**src/rtl/scs_pkg.sv**
```systemverilog
`timescale 1ns / 1ps

package scs_pkg;

    // Characters the scanner looks for
    localparam logic [7:0] CH_SLASH  = 8'h2F;
    localparam logic [7:0] CH_STAR   = 8'h2A;
    localparam logic [7:0] CH_DQUOTE = 8'h22;
    localparam logic [7:0] CH_SQUOTE = 8'h27;
    localparam logic [7:0] CH_BSLASH = 8'h5C;
    localparam logic [7:0] CH_NL     = 8'h0A;

    // Scanner mode
    typedef enum logic [2:0] {
        MODE_NORMAL = 3'd0,
        MODE_SLASH  = 3'd1,
        MODE_LINE   = 3'd2,
        MODE_BLOCK  = 3'd3,
        MODE_BSTAR  = 3'd4,
        MODE_STRING = 3'd5,
        MODE_ESCAPE = 3'd6
    } scs_mode_t;

    // One result item
    typedef struct packed {
        logic [7:0] out_byte;
        logic       byte_valid;
        logic       run_last;
        logic       stream_end;
    } scs_res_t;

    // All results of one input byte: r0 always, r1 only when two is set
    typedef struct packed {
        scs_res_t r0;
        scs_res_t r1;
        logic     two;
    } scs_pair_t;

endpackage

```
**src/rtl/scs_in_if.sv**
```systemverilog
`timescale 1ns / 1ps

interface scs_in_if;
    logic       valid;
    logic       ready;
    logic [7:0] in_byte;
    logic       text_end;

    modport source (output valid, output in_byte, output text_end, input ready);
    modport sink (input valid, input in_byte, input text_end, output ready);
endinterface

```
**src/rtl/scs_out_if.sv**
```systemverilog
`timescale 1ns / 1ps

interface scs_out_if;
    logic       valid;
    logic       ready;
    logic [7:0] out_byte;
    logic       byte_valid;
    logic       run_last;
    logic       stream_end;

    modport source (
        output valid, output out_byte, output byte_valid,
        output run_last, output stream_end, input ready
    );
    modport sink (
        input valid, input out_byte, input byte_valid,
        input run_last, input stream_end, output ready
    );
endinterface

```
**src/rtl/scs_scan.sv**
```systemverilog
`timescale 1ns / 1ps

module scs_scan (
    input  logic              clk,
    input  logic              rst_n,
    input  logic              step,
    input  logic [7:0]        in_byte,
    input  logic              text_end,
    output scs_pkg::scs_pair_t pair,
    output logic              has_res
);

    scs_pkg::scs_mode_t mode_reg;
    scs_pkg::scs_mode_t mode_next;
    scs_pkg::scs_mode_t mode_scan;
    logic               quote_reg;
    logic               quote_next;
    logic               quote_scan;
    logic [7:0]         closer;
    logic               emit_held;
    logic               emit_byte;
    logic               emit_tail;
    logic               any_emit;

    assign closer = quote_reg ? scs_pkg::CH_SQUOTE : scs_pkg::CH_DQUOTE;

    // Decide the next mode and which bytes go out
    always_comb
    begin
        mode_scan  = mode_reg;
        quote_scan = quote_reg;
        emit_held  = 1'b0;
        emit_byte  = 1'b0;
        case (mode_reg)
            scs_pkg::MODE_SLASH:
            begin
                if (in_byte == scs_pkg::CH_SLASH)
                begin
                    mode_scan = scs_pkg::MODE_LINE;
                end
                else if (in_byte == scs_pkg::CH_STAR)
                begin
                    mode_scan = scs_pkg::MODE_BLOCK;
                end
                else
                begin
                    // No comment: release the held slash, then treat as text
                    emit_held = 1'b1;
                    emit_byte = 1'b1;
                    mode_scan = scs_pkg::MODE_NORMAL;
                    if (in_byte == scs_pkg::CH_DQUOTE || in_byte == scs_pkg::CH_SQUOTE)
                    begin
                        quote_scan = (in_byte == scs_pkg::CH_SQUOTE);
                        mode_scan  = scs_pkg::MODE_STRING;
                    end
                end
            end
            scs_pkg::MODE_LINE:
            begin
                if (in_byte == scs_pkg::CH_NL)
                begin
                    mode_scan = scs_pkg::MODE_NORMAL;
                    emit_byte = 1'b1;
                end
            end
            scs_pkg::MODE_BLOCK:
            begin
                if (in_byte == scs_pkg::CH_STAR)
                begin
                    mode_scan = scs_pkg::MODE_BSTAR;
                end
            end
            scs_pkg::MODE_BSTAR:
            begin
                if (in_byte == scs_pkg::CH_SLASH)
                begin
                    mode_scan = scs_pkg::MODE_NORMAL;
                end
                else if (in_byte != scs_pkg::CH_STAR)
                begin
                    mode_scan = scs_pkg::MODE_BLOCK;
                end
            end
            scs_pkg::MODE_STRING:
            begin
                emit_byte = 1'b1;
                if (in_byte == scs_pkg::CH_BSLASH)
                begin
                    mode_scan = scs_pkg::MODE_ESCAPE;
                end
                else if (in_byte == closer)
                begin
                    mode_scan = scs_pkg::MODE_NORMAL;
                end
            end
            scs_pkg::MODE_ESCAPE:
            begin
                emit_byte = 1'b1;
                mode_scan = scs_pkg::MODE_STRING;
            end
            default:
            begin
                mode_scan = scs_pkg::MODE_NORMAL;
                if (in_byte == scs_pkg::CH_DQUOTE || in_byte == scs_pkg::CH_SQUOTE)
                begin
                    quote_scan = (in_byte == scs_pkg::CH_SQUOTE);
                    mode_scan  = scs_pkg::MODE_STRING;
                    emit_byte  = 1'b1;
                end
                else if (in_byte == scs_pkg::CH_SLASH)
                begin
                    mode_scan = scs_pkg::MODE_SLASH;
                end
                else
                begin
                    emit_byte = 1'b1;
                end
            end
        endcase
    end

    // Flush a held slash at end of text and return to reset state
    assign emit_tail  = text_end && (mode_scan == scs_pkg::MODE_SLASH);
    assign mode_next  = text_end ? scs_pkg::MODE_NORMAL : mode_scan;
    assign quote_next = text_end ? 1'b0 : quote_scan;
    assign any_emit   = emit_held | emit_byte | emit_tail;
    assign has_res    = any_emit | text_end;

    // Pack the results in output order
    always_comb
    begin
        pair.two           = emit_held & emit_byte;
        pair.r0.byte_valid = any_emit;
        if (emit_held || emit_tail)
        begin
            pair.r0.out_byte = scs_pkg::CH_SLASH;
        end
        else if (emit_byte)
        begin
            pair.r0.out_byte = in_byte;
        end
        else
        begin
            pair.r0.out_byte = 8'h00;
        end
        pair.r0.run_last   = ~pair.two;
        pair.r0.stream_end = text_end;
        pair.r1.out_byte   = in_byte;
        pair.r1.byte_valid = 1'b1;
        pair.r1.run_last   = 1'b1;
        pair.r1.stream_end = text_end;
    end

    // Hold the scan state between bytes
    always_ff @(posedge clk or negedge rst_n)
    begin
        if (!rst_n)
        begin
            mode_reg  <= scs_pkg::MODE_NORMAL;
            quote_reg <= 1'b0;
        end
        else if (step)
        begin
            mode_reg  <= mode_next;
            quote_reg <= quote_next;
        end
    end

`ifndef SYNTH
    a_end_resets: assert property (@(posedge clk) disable iff (!rst_n)
        step && text_end |=> mode_reg == scs_pkg::MODE_NORMAL && !quote_reg)
        else $error("scan state not reset after end of text");

    a_escape_back: assert property (@(posedge clk) disable iff (!rst_n)
        step && !text_end && mode_reg == scs_pkg::MODE_ESCAPE
        |=> mode_reg == scs_pkg::MODE_STRING)
        else $error("escaped byte did not return to string mode");

    a_quote_held: assert property (@(posedge clk) disable iff (!rst_n)
        !step |=> $stable(quote_reg) && $stable(mode_reg))
        else $error("scan state moved without a byte");
`endif

endmodule

```
**src/rtl/scs_out.sv**
```systemverilog
`timescale 1ns / 1ps

module scs_out (
    input  logic               clk,
    input  logic               rst_n,
    input  logic               load,
    input  scs_pkg::scs_pair_t pair,
    output logic               pair_free,
    scs_out_if.source          dout
);

    logic               pr_vld_reg;
    logic               pr_vld_next;
    logic               idx_reg;
    logic               idx_next;
    scs_pkg::scs_pair_t pr_reg;
    scs_pkg::scs_res_t  cur;
    logic               xfer;

    assign cur  = idx_reg ? pr_reg.r1 : pr_reg.r0;
    assign xfer = pr_vld_reg && dout.ready;

    // Free once the last result of the held item transfers
    assign pair_free = !pr_vld_reg || (dout.ready && (idx_reg || !pr_reg.two));

    assign dout.valid      = pr_vld_reg;
    assign dout.out_byte   = cur.out_byte;
    assign dout.byte_valid = cur.byte_valid;
    assign dout.run_last   = cur.run_last;
    assign dout.stream_end = cur.stream_end;

    // Advance to the second result or take the next item
    always_comb
    begin
        pr_vld_next = pr_vld_reg;
        idx_next    = idx_reg;
        if (xfer && !idx_reg && pr_reg.two)
        begin
            idx_next = 1'b1;
        end
        else if (pair_free)
        begin
            pr_vld_next = load;
            idx_next    = 1'b0;
        end
    end

    always_ff @(posedge clk or negedge rst_n)
    begin
        if (!rst_n)
        begin
            pr_vld_reg <= 1'b0;
            idx_reg    <= 1'b0;
        end
        else
        begin
            pr_vld_reg <= pr_vld_next;
            idx_reg    <= idx_next;
        end
    end

    // Payload: capture with each new item
    always_ff @(posedge clk)
    begin
        if (pair_free && load)
        begin
            pr_reg <= pair;
        end
    end

`ifndef SYNTH
    a_second_follows: assert property (@(posedge clk) disable iff (!rst_n)
        xfer && !idx_reg && pr_reg.two |=> pr_vld_reg && idx_reg)
        else $error("second result lost");

    a_second_only_pair: assert property (@(posedge clk) disable iff (!rst_n)
        idx_reg |-> pr_vld_reg && pr_reg.two)
        else $error("second slot selected on a single result");

    a_bare_marker: assert property (@(posedge clk) disable iff (!rst_n)
        dout.valid && !dout.byte_valid |-> dout.run_last && dout.stream_end)
        else $error("bare result is not an end marker");
`endif

endmodule

```
**src/rtl/source_comment_stripper_top.sv**
```systemverilog
`timescale 1ns / 1ps

// Channel    Role   Payload
// text_in    sink   in_byte[7:0], text_end
// text_out   source out_byte[7:0], byte_valid, run_last, stream_end
//
// One byte per cycle in and one result per cycle out of the result
// register, while text_out is ready. A byte that releases a held slash
// gives two results, so the input is held until the second is sent.
// The first result passes the input register, then the result register.
// rst_n clears the scan state and all valid flags; the next byte starts a text.

module source_comment_stripper_top (
    input  logic      clk,
    input  logic      rst_n,
    scs_in_if.sink    text_in,
    scs_out_if.source text_out
);

    logic               in_vld_reg;
    logic               in_vld_next;
    logic [7:0]         in_byte_reg;
    logic               in_end_reg;
    logic               pair_free;
    logic               adv;
    logic               has_res;
    scs_pkg::scs_pair_t pair;

    // Move the registered byte on when the result stage can take it
    assign adv           = in_vld_reg && pair_free;
    assign text_in.ready = !in_vld_reg || pair_free;

    always_comb
    begin
        in_vld_next = in_vld_reg;
        if (text_in.valid && text_in.ready)
        begin
            in_vld_next = 1'b1;
        end
        else if (adv)
        begin
            in_vld_next = 1'b0;
        end
    end

    always_ff @(posedge clk or negedge rst_n)
    begin
        if (!rst_n)
        begin
            in_vld_reg <= 1'b0;
        end
        else
        begin
            in_vld_reg <= in_vld_next;
        end
    end

    // Capture the byte on each input transfer
    always_ff @(posedge clk)
    begin
        if (text_in.valid && text_in.ready)
        begin
            in_byte_reg <= text_in.in_byte;
            in_end_reg  <= text_in.text_end;
        end
    end

    scs_scan u_scan (
        .clk      (clk),
        .rst_n    (rst_n),
        .step     (adv),
        .in_byte  (in_byte_reg),
        .text_end (in_end_reg),
        .pair     (pair),
        .has_res  (has_res)
    );

    scs_out u_out (
        .clk       (clk),
        .rst_n     (rst_n),
        .load      (adv && has_res),
        .pair      (pair),
        .pair_free (pair_free),
        .dout      (text_out)
    );

endmodule
```
**src/flat_wrapper.sv**
```systemverilog
// flat-port wrapper written by rule: the top's interface ports become plain ports
module source_comment_stripper_top_flat 
  (clk, rst_n, text_in_valid, text_in_in_byte, text_in_text_end, text_in_ready, text_out_valid, text_out_out_byte, text_out_byte_valid, text_out_run_last, text_out_stream_end, text_out_ready);
  scs_in_if text_in_i ();
  scs_out_if text_out_i ();
  input  logic clk;
  input  logic rst_n;
  input wire logic [$bits(text_in_i.valid)-1:0] text_in_valid;
  input wire logic [$bits(text_in_i.in_byte)-1:0] text_in_in_byte;
  input wire logic [$bits(text_in_i.text_end)-1:0] text_in_text_end;
  output wire logic [$bits(text_in_i.ready)-1:0] text_in_ready;
  output wire logic [$bits(text_out_i.valid)-1:0] text_out_valid;
  output wire logic [$bits(text_out_i.out_byte)-1:0] text_out_out_byte;
  output wire logic [$bits(text_out_i.byte_valid)-1:0] text_out_byte_valid;
  output wire logic [$bits(text_out_i.run_last)-1:0] text_out_run_last;
  output wire logic [$bits(text_out_i.stream_end)-1:0] text_out_stream_end;
  input wire logic [$bits(text_out_i.ready)-1:0] text_out_ready;
  assign text_in_i.valid = text_in_valid;
  assign text_in_i.in_byte = text_in_in_byte;
  assign text_in_i.text_end = text_in_text_end;
  assign text_in_ready = text_in_i.ready;
  assign text_out_valid = text_out_i.valid;
  assign text_out_out_byte = text_out_i.out_byte;
  assign text_out_byte_valid = text_out_i.byte_valid;
  assign text_out_run_last = text_out_i.run_last;
  assign text_out_stream_end = text_out_i.stream_end;
  assign text_out_i.ready = text_out_ready;
  source_comment_stripper_top u_core (.clk(clk), .rst_n(rst_n), .text_in(text_in_i), .text_out(text_out_i));
endmodule
```
**config.mk**
```make
export PLATFORM = sky130hd
export DESIGN_NAME = source_comment_stripper_top_flat
export DESIGN_NICKNAME = d
export VERILOG_FILES = /design/src/rtl/scs_pkg.sv /design/src/rtl/scs_in_if.sv /design/src/rtl/scs_out_if.sv /design/src/rtl/scs_scan.sv /design/src/rtl/scs_out.sv /design/src/rtl/source_comment_stripper_top.sv /design/src/flat_wrapper.sv
export SDC_FILE = /design/constraint.sdc
export NUM_CORES = 1
export LEC_CHECK = 0
export ABC_AREA = 1
export BUFFER_PORTS_ARGS = -buffer_cell sky130_fd_sc_hd__buf_4
export CAP_MARGIN = 20
export CORE_MARGIN = 2
export CORE_UTILIZATION = 50
export DETAILED_ROUTE_END_ITERATION = 8
export GPL_ROUTABILITY_DRIVEN = 0
export PLACE_DENSITY = 0.74
export SKIP_LAST_GASP = 1
export SYNTH_ARGS = -nofsm -noshare
export SYNTH_HDL_FRONTEND = slang
export SYNTH_SLANG_ARGS = --single-unit
```
**constraint.sdc**
```tcl
create_clock -name clk -period 1.9 [get_ports clk]
set_input_delay 0.57 -clock clk [delete_from_list [all_inputs] [get_ports clk]]
set_output_delay 0.57 -clock clk [all_outputs]
set_load 0.02 [all_outputs]
```
After elaboration in Yosys (flattened, before gate mapping). Cells that the tools add are included.

Input bits: 13. Register bits after elaboration: 36.

Mux-type cells: 32. Reductions and logical operators: 26. Bitwise operators: 7. Eq/ne operators: 18.

Operators with widths (count): $mux 3 (12); $eq 8x6->1 const B (4); $pmux 3 s6 (1); $mux 1 (15); $mux 11 (1); $eq 3x3->1 const B (3); $logic_and 1x1->1 (9); $eq 8x4->1 const B (1); $eq 8x6->1 (1); $eq 8x7->1 const B (1); $ne 8x6->1 const B (1); $eq 3x1->1 const B (2); $eq 3x2->1 const B (2); $mux 6 (1); $ne 3x2->1 const B (2); $reduce_or 2->1 (3); $logic_or 1x1->1 (5); $reduce_or 5->1 (1); $logic_not 1->1 (4); $pmux 1 s4 (1); $reduce_and 4->1 (1); $reduce_bool 2->1 (2); $not 1->1 (3); $or 1x1->1 (3); 4 further kinds (4).

Longest topological paths before layout. Gate-level depths: netlist of run 1.

Word-level depth: 12. Mapped depth: 14.

Modules after synthesis. From an unflattened synthesis of run 1, not the netlist that was laid out.

Cell total of the unflattened synthesis: 226. Area total of the unflattened synthesis: 2149.6 sq um.

By module, submodules not included: scs_out (instances 1, seq. area each 740.7 sq um, cells each 69, area each 937.1 sq um); scs_scan (instances 1, seq. area each 100.1 sq um, cells each 138, area each 879.6 sq um); source_comment_stripper_top (instances 1, seq. area each 295.3 sq um, cells each 19, area each 332.8 sq um).

Least setup slack after synthesis of run 1. OpenSTA, ideal clock, no wires.

Path type: register to register. Start point: register u_core.u_scan.mode_reg[2]. End point: register u_core.u_out.pr_reg[0] (netlist bit) (enable). Required time: 1.516 ns. Cell stages (with the launch flop): 6. Arrival time: 1.683 ns. Slack: -0.168 ns. Clock period less this slack: 2.068 ns. Library setup time: 0.384 ns. Path through: dfrtp_1 > nor3_4 > nand3_4 > nand4_1 > o21ai_2 > a21oi_2.

Cells in the longest elaborated chain, start to end: 9. Elaborated cells on any way between the ends: 24. Those cells by class: eq/ne (7); mux (9); bitwise (3); reduce/logical (5).

Ends and longest elaborated chain: start, declared (RTL line scs_scan.sv:13) `scs_pkg::scs_mode_t mode_reg;`; start signal, assigned (RTL line scs_scan.sv:159) `mode_reg <= scs_pkg::MODE_NORMAL;`; start signal, assigned (RTL line scs_scan.sv:164) `mode_reg <= mode_next;`; $mux 3 (on tied branches) (RTL line scs_scan.sv:91, scs_scan.sv:79); $mux 3 (on tied branches) (RTL line scs_scan.sv:87, scs_scan.sv:75); $pmux 3 s6 (RTL line scs_scan.sv:34) `case (mode_reg)`; $eq 3x1->1 (RTL line scs_scan.sv:123) `assign emit_tail = text_end && (mode_scan == scs_pkg::MODE_SLASH);`; $logic_and 1x1->1 (RTL line scs_scan.sv:123); $or 1x1->1 (*) (RTL line scs_scan.sv:126) `assign any_emit = emit_held | emit_byte | emit_tail;`; $or 1x1->1 (*) (RTL line scs_scan.sv:127) `assign has_res = any_emit | text_end;`; $logic_and 1x1->1 (*) (RTL line source_comment_stripper_top.sv:81) `.load (adv && has_res),`; $logic_and 1x1->1 (*) (RTL line scs_out.sv:65) `if (pair_free && load)`; end signal, assigned (RTL line scs_out.sv:67) `pr_reg <= pair;`; end, declared (RTL line scs_out.sv:16) `scs_pkg::scs_pair_t pr_reg;`.

Mark *: on every way between the ends. The rest lies on a longest branch, timed or not. A chain may end at the register's enable or synchronous reset.

Worst setup path in the final report of run 1.
Start point: register u_core.in_byte_reg[4]. End point: register u_core.u_out.pr_reg[22] (netlist bit), data pin.

Cells in the longest elaborated chain, start to end: 10. Elaborated cells on any way between the ends: 33. Those cells by class: eq/ne (9); mux (19); bitwise (1); reduce/logical (4).

Ends and longest elaborated chain: start, declared (RTL line source_comment_stripper_top.sv:22) `logic [7:0] in_byte_reg;`; start signal, assigned (RTL line source_comment_stripper_top.sv:63) `in_byte_reg <= text_in.in_byte;`; $eq 8x6->1 (RTL line scs_scan.sv:51, scs_scan.sv:104); $logic_or 1x1->1 (RTL line scs_scan.sv:51, scs_scan.sv:104); $mux 3 (RTL line scs_scan.sv:51) `if (in_byte == scs_pkg::CH_DQUOTE || in_byte == scs_pkg::CH_SQUOTE)`; $mux 3 (RTL line scs_scan.sv:41) `else if (in_byte == scs_pkg::CH_STAR)`; $mux 3 (RTL line scs_scan.sv:37) `if (in_byte == scs_pkg::CH_SLASH)`; $pmux 3 s6 (RTL line scs_scan.sv:34); $eq 3x1->1 (RTL line scs_scan.sv:123); $logic_and 1x1->1 (RTL line scs_scan.sv:123); $logic_or 1x1->1 (RTL line scs_scan.sv:134) `if (emit_held || emit_tail)`; $reduce_or 2->1 (no source line) (*).

Marks and branches as above.

==> impl_results.md, run 1 <==
- Worst-Margin Slew: ~360 ps
- WHS Endpoint: u_core.in_end_reg$_DFFE_PP_
- Final Cycle Share: 101%
- Hpwl dp: 2590 um
- Nets: about 250
- WL final: 3850 um
- Hold_sp: text_in_text_end
- Ys Warns: 0
- Number of cells on the worst reg-to-reg path: 10
- Endpoints failing setup: 3
- Clock buffer count from CTS: 5
- Die Span X: about 64 um
- Max FFs per register: 20
- Max-slew violation count: 0
- Worst hold path cell count: 1
- ANT nets after route: 0
- Aggregate global routing overflow: 0
- Cells after synthesis: 190
- Pwr Density: 1350 nW/um2
- Fill cells: ~240
- Vias in the first global route: ~1,300
- Netlist Area Pre-Place: ~1800 um2
- I/O pin count: 26
- Post-synth EDFFs: 29
- Syn_nets: between 200 and 250
- Largest stage delay on the critical path: approximately 440 ps
- FF+latch area: between 1000 and 1500 um2
- DIE AREA: about 4100 um2
- Top_reg_cell synth: edfxtp_1
- Htree depth: 2
- CTS tree: built
- Worst min path class: primary input to register
- Status: finished with violations
- Commonest non-fill, non-tap cell in the layout: nand2_1
- CTS Root Cell: clkbuf_4
- PortBufs: 25
- Pin count of the biggest net entering global routing: 13
- Initial DRC count: between 60 and 70
- Synth Register Bits: 36
- CP Capture Type: register
- Post-route cell area: about 2400 um2
- Worst r2r src: u_core.in_byte_reg[4]$_DFFE_PP_
- Core Rows: 21
- Crit path top cell by count: nand3_2
- Most frequent cells in the layout: nand2_1 (52), edfxtp_1 (29), buf_4 (28)
- Hold slack: roughly 380 ps
- Critical path required time: 2030 ps
- Post-synth ARST share: between 15 and 20%
- Worst setup SP type: register
- Setup Crit Path Kind: register to register
- Max-slew headroom: approximately 76%
- Clk_skew: 14.5 ps
- DRC violations left: 0
- Clock-pin slew on the worst setup and hold paths: 120 ps
- Layout cell share with drive strength beyond 1: between 40% and 50%
- RSZ-0062 raised after global routing: true
- Area growth, synth to finish: 33.7%
- Number of antenna violations at the first check in global routing: 0
- Routed vias: roughly 1,500
- Maximum vdd drop: 0.690 mV
- Crit-path max FO: 7
- Starting Density: 52.5%
- CTS Sinks: 36
- Final min period: ~1900 ps
- Die height: 63.7 um
- Failing checks: negative setup slack
- Critical path cell sequence: inv_2, nand2_2, nor2_8, nand3_1, a21oi_1, nand2_1, nor2_2, nand3_2, nand3_2, nor2_1
- R2R Setup Slk: -10 ps
- Placed inst area: ~2100 um2
- First-pass GRT wire length: between 5000 and 6000 um
- Total core area: approximately 3400 um2
- Vias per cell: 5.15
- Leak pwr: around 1.1 nW
- Tot Pwr: roughly 3.2 mW
- Max Freq: around 520 MHz
- Routed wire length per instance: around 13 um
- Final hold violations: 0
- Pre-antenna DRT Iters: 4
- Slowest-stage cell, CP: edfxtp_1
- Worst path arrival time: a little over 2000 ps
- Maximum clock insertion buffer count: 2
- Worst skew pair latency: 350 ps
- Sequential fraction of the synthesis area: 58.7%
- Syn_area_per_cell: about 9.4 um2
- Max-cap viol count: 0
- Reg2reg end: u_core.u_out.pr_reg[22]$_SDFFCE_PP0P_
- Final setup margin: -12.5 ps
- N_diodes: 0
- Distinct cells, synth: 24
- Area of the multi-input gates: about 710 um2
- Gr usage total: between 15 and 20%
==> metal layers <==
layer  vias to the layer above  wire length, um  share of wire (%)  global-route usage [%]
met4                         0               82                2.1                    7.07
li1                        709                -                  -                       -
met5                         -                0                  0                       0
met1                       691             1530                 40                    21.9
met2                        58             2030                 53                    31.1
met3                        14              213                5.5                    5.00
==> worst max-delay path, delay by kind of cell, from the launching register on <==
family / cells / cell delay, ps
DFF: 1 / 440
and+or+nand+nor: 8 / 920
buffers and inverters: 1 / 110
AOI/OAI and AO/OA: 1 / 230
==> Yosys cell counts (2+ instances only) <==
cell,count,area (um2)
inv_1,15,56.3
nand2_2,7,43.8
edfxtp_1,29,871
nand3_2,4,40.0
o22ai_1,2,12.5
nor2_2,7,43.8
a21oi_1,3,15.0
nand2_1,65,244
or2_2,2,12.5
nand4_1,2,12.5
nor2_1,22,82.6
inv_2,7,26.3
nand3_1,8,40.0
dfrtp_1,7,175
==> final cells by class <==
class | count | share of cell area, %
sequential | 36 | 44.0
multi-input combinational | 131 | 29.8
timing repair buffer | 43 | 16.8
inverter | 22 | 3.57
tap | 46 | 2.42
clock inverter | 3 | 1.79
clock buffer | 5 | 1.58
==> worst max path at each step <==
stage	endpoint	startpoint	depth (start not counted)
2_1_floorplan	u_core.u_out.pr_reg[0]$_DFFE_PP_	text_out_ready	6
3_3_place_gp	u_core.u_out.pr_reg[5]$_DFFE_PP_	u_core.in_byte_reg[3]$_DFFE_PP_	8
3_5_place_dp	u_core.u_out.pr_reg[20]$_SDFFCE_PP1P_	u_core.in_byte_reg[3]$_DFFE_PP_	8
4_1_cts	text_out_run_last	u_core.u_out.idx_reg$_DFFE_PN0P_	3
5_1_grt	u_core.u_out.pr_reg[6]$_DFFE_PP_	u_core.in_byte_reg[2]$_DFFE_PP_	9
6_report	u_core.u_out.pr_reg[22]$_SDFFCE_PP0P_	u_core.in_byte_reg[4]$_DFFE_PP_	10
==> cells by family after synthesis <==
logic type             synth area share (%)
buffers and inverters                  4.85
AND/OR/NAND/NOR                        33.6
AO/OA/AOI/OAI                          2.81
flip-flops                             58.7
==> repair_timing <==
action / 4_1_cts / 5_1_grt
hold endpoints to repair: 6 / 0
pin swaps: 0 / 7
resized for setup: 4 / 34
setup buffers: 1 / 10
hold buffers: 1 / 0
setup endpoints to repair: 2 / 40
gates cloned: 0 / 0
==> stage by stage <==
stage               setup slack (ps)  std cells  util (%)  setup TNS (ps)
CTS                            -2.86        276      65.2           -4.20
detailed placement              71.7        266      61.9               0
global route                   -72.4        286      70.2           -1700
finish                         -12.5        286      70.2           -32.4
floorplan                       47.4        190         -               0
global placement                95.3        266      61.9               0
==> power by group <==
group	internal, mW	leakage, nW	switching (mW)	total, mW
sequential	1.17	0.358	0.111	1.28
clock	0.274	0.0412	0.266	0.540
combinational	0.621	0.706	0.784	1.40
total	2.06	1.10	1.16	3.23
Power figures use the tool's default switching activity.
==> run 2: changes to the inputs <==
--- a/config.mk
+++ b/config.mk
@@ -9,10 +9,11 @@
 export BUFFER_PORTS_ARGS = -buffer_cell sky130_fd_sc_hd__buf_4
 export CAP_MARGIN = 20
 export CORE_MARGIN = 2
-export CORE_UTILIZATION = 50
+export CORE_UTILIZATION = 55
+export CTS_BUF_LIST = sky130_fd_sc_hd__clkbuf_16
 export DETAILED_ROUTE_END_ITERATION = 8
 export GPL_ROUTABILITY_DRIVEN = 0
-export PLACE_DENSITY = 0.74
+export PLACE_DENSITY = 0.77
 export SKIP_LAST_GASP = 1
 export SYNTH_ARGS = -nofsm -noshare
 export SYNTH_HDL_FRONTEND = slang
==> constraint.sdc (replaced) <==
create_clock -name clk -period 1.8 [get_ports clk]
set_input_delay 0.54 -clock clk [delete_from_list [all_inputs] [get_ports clk]]
set_output_delay 0.54 -clock clk [all_outputs]
set_load 0.02 [all_outputs]
==> run 2 against run 1 <==
  * The run still ends with negative setup slack left
  * Clock-buffer cell count stayed put
  * Sequential share of layout area is 1.3 points lower
  * Clock power is 45% higher
  * Critical path depth is 2 higher
  * Clock skew is 9.4 ps lower
  * Non-clock buffer count is 9 higher
  * Combinational power hardly changed
  * Register-to-register slack worse by 60 ps
  * Sequential power is 5% higher
==> impl_results.md, run 2 (synthesis gave the netlist of run 1 again) <==
- Pre-antenna DRT Iters: 4
- Reg2reg end: u_core.u_out.pr_reg[21]$_SDFFCE_PP0P_
- CP Capture Point: u_core.u_out.pr_reg[21]$_SDFFCE_PP0P_
- Max FFs per register: 20
- Crit-path max FO: 6
- Net Sw Frac: 34.6%
- Tot Pwr: 3.57 mW
- Clock-pin slew on the worst setup and hold paths: around 50 ps
- Endpoints failing setup: 27
- Pin count of the biggest net entering global routing: 19
- Initial DRC count: 56
- Worst skew pair latency: around 280 ps
- Net Sw Power: 1.23 mW
- Htree depth: 2
- Die height: between 60 and 70 um
- N_diodes: 0
- Area growth, synth to finish: 37.9%
- Share of power burned in registers: a little under two fifths
- Worst-Margin Slew: 391 ps
- R2R Setup Slk: -70 ps
- Max-slew headroom: between 70% and 80%
- Maximum vdd drop: 0.808 mV
- Maximum clock insertion buffer count: 2
- Worst setup SP type: register
- I/O pin count: 26
- Critical path cell sequence: inv_2, nand2_4, nor2_8, nand2_2, nand2_1, nand2_1, nand2_2, nor2_2, nor2_2, nand3_2, nand3_2, nor2_1
- Clk_skew: 5.10 ps
- Commonest non-fill, non-tap cell in the layout: nand2_1
- DIE AREA: 3710 um2
- Starting Density: between 50% and 60%
- Final Cycle Share: 104%
- Layout cell share with drive strength beyond 1: 42.2%
- Clock buffer count from CTS: 5
- Final hold violations: 0
- Pwr Density: 1450 nW/um2
- First-pass GRT wire length: between 5000 and 6000 um
- Aggregate global routing overflow: 0
- Comb pwr share: 40.0%
- CTS Root Cell: clkbuf_16
- Vias in the first global route: around 1,300
- Total core area: about 3000 um2
- Number of cells on the worst reg-to-reg path: 12
- Slowest-stage cell, CP: edfxtp_1
- Worst r2r src: u_core.in_byte_reg[7]$_DFFE_PP_
- Number of antenna violations at the first check in global routing: 0
- Max-slew violation count: 0
- Max-cap viol count: 0
- Setup Crit Path Kind: register to register
- CTS Sinks: 36
- Int Power: roughly 2.3 mW
- CP Capture Type: register
- CP Launch Point: u_core.in_byte_reg[7]$_DFFE_PP_
- Routed vias: approximately 1,500
- Critical path required time: about 1800 ps
- Buf/Inv on CP: 1
- Clock power frac: a little over a fifth
- Hpwl dp: between 2000 and 3000 um
- PortBufs: 25
- Core Rows: 20
- Routed wire length per instance: about 14 um
- Leak pwr: between 1 and 1.5 nW
- Vias per cell: between 5 and 6
- Die Span X: around 61 um
- Worst min path class: primary input to async pin
- DRC violations left: 0
- Pre-CTS setup slack: -82.0 ps
- Nets: approximately 260
- Largest stage delay on the critical path: about 430 ps
- Gr usage total: ~22%
- Failing checks: negative setup slack
- Final setup margin: -68.7 ps
- RSZ-0062 raised after global routing: true
- Family with the most delay on the worst path: simple AND/OR/NAND/NOR gates
- Status: finished with violations
- Max Freq: 535 MHz
- Final min period: about 1900 ps
- CTS tree: built
- CP Depth: 12
- Worst path arrival time: between 1500 and 2000 ps
- ANT nets after route: 0
- Most frequent cells in the layout: nand2_1 (59), buf_4 (45), edfxtp_1 (29)
- WL final: approximately 4100 um
-- run 2: cell count changes in the layout (fill, tap and decap cells not counted), moves of 3 or more --
cell / delta
buf_4: +17
clkbuf_16: +5
nand2_2: -8
clkbuf_4: -5
nand2_1: +7
buf_6: -5
inv_1: +3
-- run 2: worst reg2reg max path, stage by stage (launching register included) --
cell	delay, ps
edfxtp_1	430
inv_2	120
nand2_4	80
nor2_8	170
nand2_2	140
nand2_1	110
nand2_1	70
nand2_2	70
nor2_2	40
nor2_2	110
nand3_2	120
nand3_2	110
nor2_1	70
-- run 2: power by group through the flow --
stage / Clock [mW] / Sequential (mW) / Combinational [mW]
2_1_floorplan: 0 / 1.36 / 0.729
3_3_place_gp: 0 / 1.35 / 1.20
3_5_place_dp: 0 / 1.36 / 1.24
4_1_cts: 0.790 / 1.35 / 1.30
5_1_grt: 0.833 / 1.37 / 1.55
6_report: 0.785 / 1.35 / 1.43
-- run 2: final cells by class --
cell class | instances | area, um2
Multi-Input combinational cell | 131 | 706
Timing Repair Buffer | 52 | 425
Clock buffer | 5 | 125
Sequential cell | 36 | 1050
Tap cell | 44 | 55.1
Fill cell | 189 | 622
Inverter | 22 | 85.1
Clock inverter | 3 | 11.3
-- run 2: metrics by stage --
| stage | instances | hold WS [ps] | utilization, % | TNS (ps) | cell area, um2 |
|---|---|---|---|---|---|
| 2_1_floorplan | 190 | 244 | - | -595 | 1790 |
| 5_1_grt | 293 | 69.7 | 79.8 | -4200 | 2460 |
| 6_report | 293 | 71.6 | 79.8 | -1320 | 2460 |
| 4_1_cts | 285 | 74.0 | 75.9 | -62.6 | 2340 |
| 3_3_place_gp | 268 | 354 | 68.9 | -111 | 2120 |
| 3_5_place_dp | 268 | 361 | 68.9 | -875 | 2120 |
-- run 2: worst min path at each step --
stage / startpoint / endpoint / slack, ps / cells after the start
finish: rst_n / u_core.u_scan.mode_reg[0]$_DFFE_PN0P_ / 70 / 1
global route: rst_n / u_core.u_out.dout.valid$_DFFE_PN0P_ / 70 / 1
CTS: rst_n / u_core.u_out.dout.valid$_DFFE_PN0P_ / 70 / 1
detailed placement: rst_n / u_core.u_out.idx_reg$_DFFE_PN0P_ / 360 / 1
global placement: rst_n / u_core.u_out.idx_reg$_DFFE_PN0P_ / 350 / 1
floorplan: rst_n / u_core.in_vld_reg$_DFFE_PN0P_ / 240 / 0
-- run 2: what timing repair did --
action	CTS	global route
buffers inserted	9	8
resized for setup	4	22
hold buffers	0	0
pin swaps	2	7
setup endpoints to repair	30	35
-- run 2: layer usage --
| metal | wire length [um] | share of wire, % | track usage [%] | vias to the layer above |
|---|---|---|---|---|
| met5 | 0 | 0 | 0 | - |
| met4 | 123 | 3.0 | 8.39 | 0 |
| met3 | 194 | 4.7 | 6.18 | 16 |
| met2 | 2250 | 54 | 41.0 | 60 |
| met1 | 1570 | 38 | 24.4 | 688 |
| li1 | - | - | - | 732 |
==> run 3: changes to the inputs <==
--- a/config.mk
+++ b/config.mk
@@ -14,6 +14,7 @@
 export DETAILED_ROUTE_END_ITERATION = 8
 export GPL_ROUTABILITY_DRIVEN = 0
 export PLACE_DENSITY = 0.77
+export SETUP_SLACK_MARGIN = 0.3
 export SKIP_LAST_GASP = 1
 export SYNTH_ARGS = -nofsm -noshare
 export SYNTH_HDL_FRONTEND = slang
==> run 3 against run 2 <==
  * The flow still finishes with violations (negative setup slack)
  * Maximum frequency shrank 7.3%
  * Via count grew 18%
  * Core utilization grew 9.8 points
  * Sequential power grew 6%
  * First-iteration DRC count grew to 3.1 times the previous value
  * Largest cell class unchanged
  * Final cell count grew 3.1%
==> impl_results.md, run 3 (synthesis gave the netlist of run 1 again) <==
- Tot Pwr: 4.37 mW
- GR Layer Usage met1: a little under a third
- Layout cell share with drive strength beyond 1: 57.0%
- Pwr Density: about 1600 nW/um2
- Max FFs per register: 20
- CP Launch Point: u_core.in_byte_reg[5]$_DFFE_PP_
- DRC violations left: 0
- Maximum clock insertion buffer count: 2
- Fill cells: roughly 110
- Pre-antenna DRT Iters: 6
- Core Rows: 20
- Die height: approximately 61 um
- Gr usage total: between 20% and 30%
- Worst setup SP type: register
- Total core area: just over 3000 um2
- Worst-Margin Slew: around 340 ps
- Most Crowded Layer GR: met2
- Max-cap viol count: 0
- Slowest-stage cell, CP: edfxtp_1
- CTS tree: built
- Endpoints failing setup: 31
- Failing checks: negative setup slack
- Number of antenna violations at the first check in global routing: 0
- Pin count of the biggest net entering global routing: 21
- Nets: 270
- Max Freq: 496 MHz
- RSZ-0062 raised after global routing: true
- Hold buffers post-CTS: 0
- CTS Sinks: 36
- Worst path arrival time: between 2000 and 2500 ps
- Final setup margin: -216 ps
- I/O pin count: 26
- Area growth, synth to finish: 54.9%
- Placed inst area: between 2000 and 2500 um2
- Met2 Track Usage GR: about half
- Number of cells on the worst reg-to-reg path: 12
- Die Span X: 60.9 um
- Initial DRC count: 176
- Critical path cell sequence: inv_1, nand2_1, nor2_2, nand2_1, nand2_1, nand2_1, inv_1, nand3_2, nor2_1, nand3_2, nand3_2, nor2_1
- Worst min path class: primary input to async pin
- Aggregate global routing overflow: 0
- Routed vias: 1,759
- Max-slew headroom: between 70% and 80%
- Clk_skew: 7.96 ps
- Routed wire length per instance: ~20 um
- Vias per cell: 5.82
- Crit path top cell by count: nand2_1
- Finished Layout Cells: roughly 300
- Setup Crit Path Kind: register to register
- Worst r2r src: u_core.in_byte_reg[5]$_DFFE_PP_
- N_diodes: 0
- Post-route cell area: 2760 um2
- Clock-pin slew on the worst setup and hold paths: ~60 ps
- Htree depth: 2
- CP Depth: 12
- Area of the multi-input gates: between 800 and 900 um2
- Crit-path max FO: 5
- Buf/Inv on CP: 2
- PortBufs: 25
- DIE AREA: around 3700 um2
- Leak pwr: around 1.3 nW
- Starting Density: about 58%
- Family with the most delay on the worst path: simple AND/OR/NAND/NOR gates
- Vias in the first global route: roughly 1,600
- Maximum vdd drop: between 1 and 1.5 mV
- CTS Root Cell: clkbuf_16
- Worst skew pair latency: 280 ps
- Placed Cells: roughly 270
- Final hold violations: 0
- First-pass GRT wire length: roughly 7400 um
- Max-slew violation count: 0
- Final min period: about 2000 ps
- Largest stage delay on the critical path: approximately 500 ps
- Final Cycle Share: 112%
- Met3 GRT Util: 5.97%
- Status: finished with violations
- Commonest non-fill, non-tap cell in the layout: buf_4
- CP Capture Type: register
- ANT nets after route: 0
- Critical path required time: about 1800 ps
- Most frequent cells in the layout: buf_4 (37), nand2_1 (35), edfxtp_1 (29)
- Clock buffer count from CTS: 5
- Hold slack: roughly 62 ps
- WL final: slightly below 6000 um
- Hpwl dp: between 2000 and 3000 um
- Pre-CTS setup slack: -70.1 ps
- FF+latch area: ~1000 um2
-- run 3: changes by cell type in the layout (fill, tap and decap cells not counted), moves of 2 or more --
cell	delta
buf_4	-8
inv_1	-5
buf_6	+16
nand2_2	+16
nand2_1	-24
nand2_4	+8
nor2_1	-2
inv_2	+2
-- run 3: timing repair --
item	4_1_cts	5_1_grt
endpoints found under the setup margin	45	56
resized for setup	49	36
buffers inserted	19	7
pin swaps	15	11
-- run 3: metrics by stage --
stage | util (%) | setup TNS, ps
after global placement | 68.9 | 0
after CTS | 84.3 | 0
after detailed placement | 68.9 | -314
after floorplan | - | -595
after global routing | 89.6 | -7440
final | 89.6 | -4060
-- run 3: routing by layer --
layer | part of all wire [%] | vias up
met5 | 0 | -
met2 | 52 | 135
li1 | - | 745
met3 | 7.2 | 37
met1 | 36 | 842
met4 | 4.8 | 0
-- run 3: worst paths after layout --
path	to	slack, ps
max in group asynchronous	u_core.u_scan.mode_reg[1]$_DFFE_PN0P_	1600
worst min-delay path	u_core.u_scan.mode_reg[0]$_DFFE_PN0P_	60
worst max register to register	u_core.u_out.pr_reg[22]$_SDFFCE_PP0P_	-220
worst max-delay path	u_core.u_out.pr_reg[22]$_SDFFCE_PP0P_	-220
worst min register to register	u_core.u_out.pr_reg[10]$_DFFE_PP_	600
min in group clk	u_core.in_end_reg$_DFFE_PP_	430
-- run 3: cell type report --
type / instances / share of cell area (%)
sequential: 36 / 38.0
tap: 44 / 2.00
timing repair buffer: 61 / 20.5
clock buffer: 5 / 4.54
inverter: 22 / 3.27
multi-input combinational: 131 / 30.3
clock inverter: 3 / 1.41
-- run 3: report_power, final --
part / internal (mW) / leakage, nW / total, mW / switching, mW
clock network: 0.645 / 0.0850 / 0.973 / 0.328
logic: 0.887 / 0.860 / 1.97 / 1.08
registers: 1.24 / 0.358 / 1.43 / 0.184
total: 2.78 / 1.30 / 4.37 / 1.59
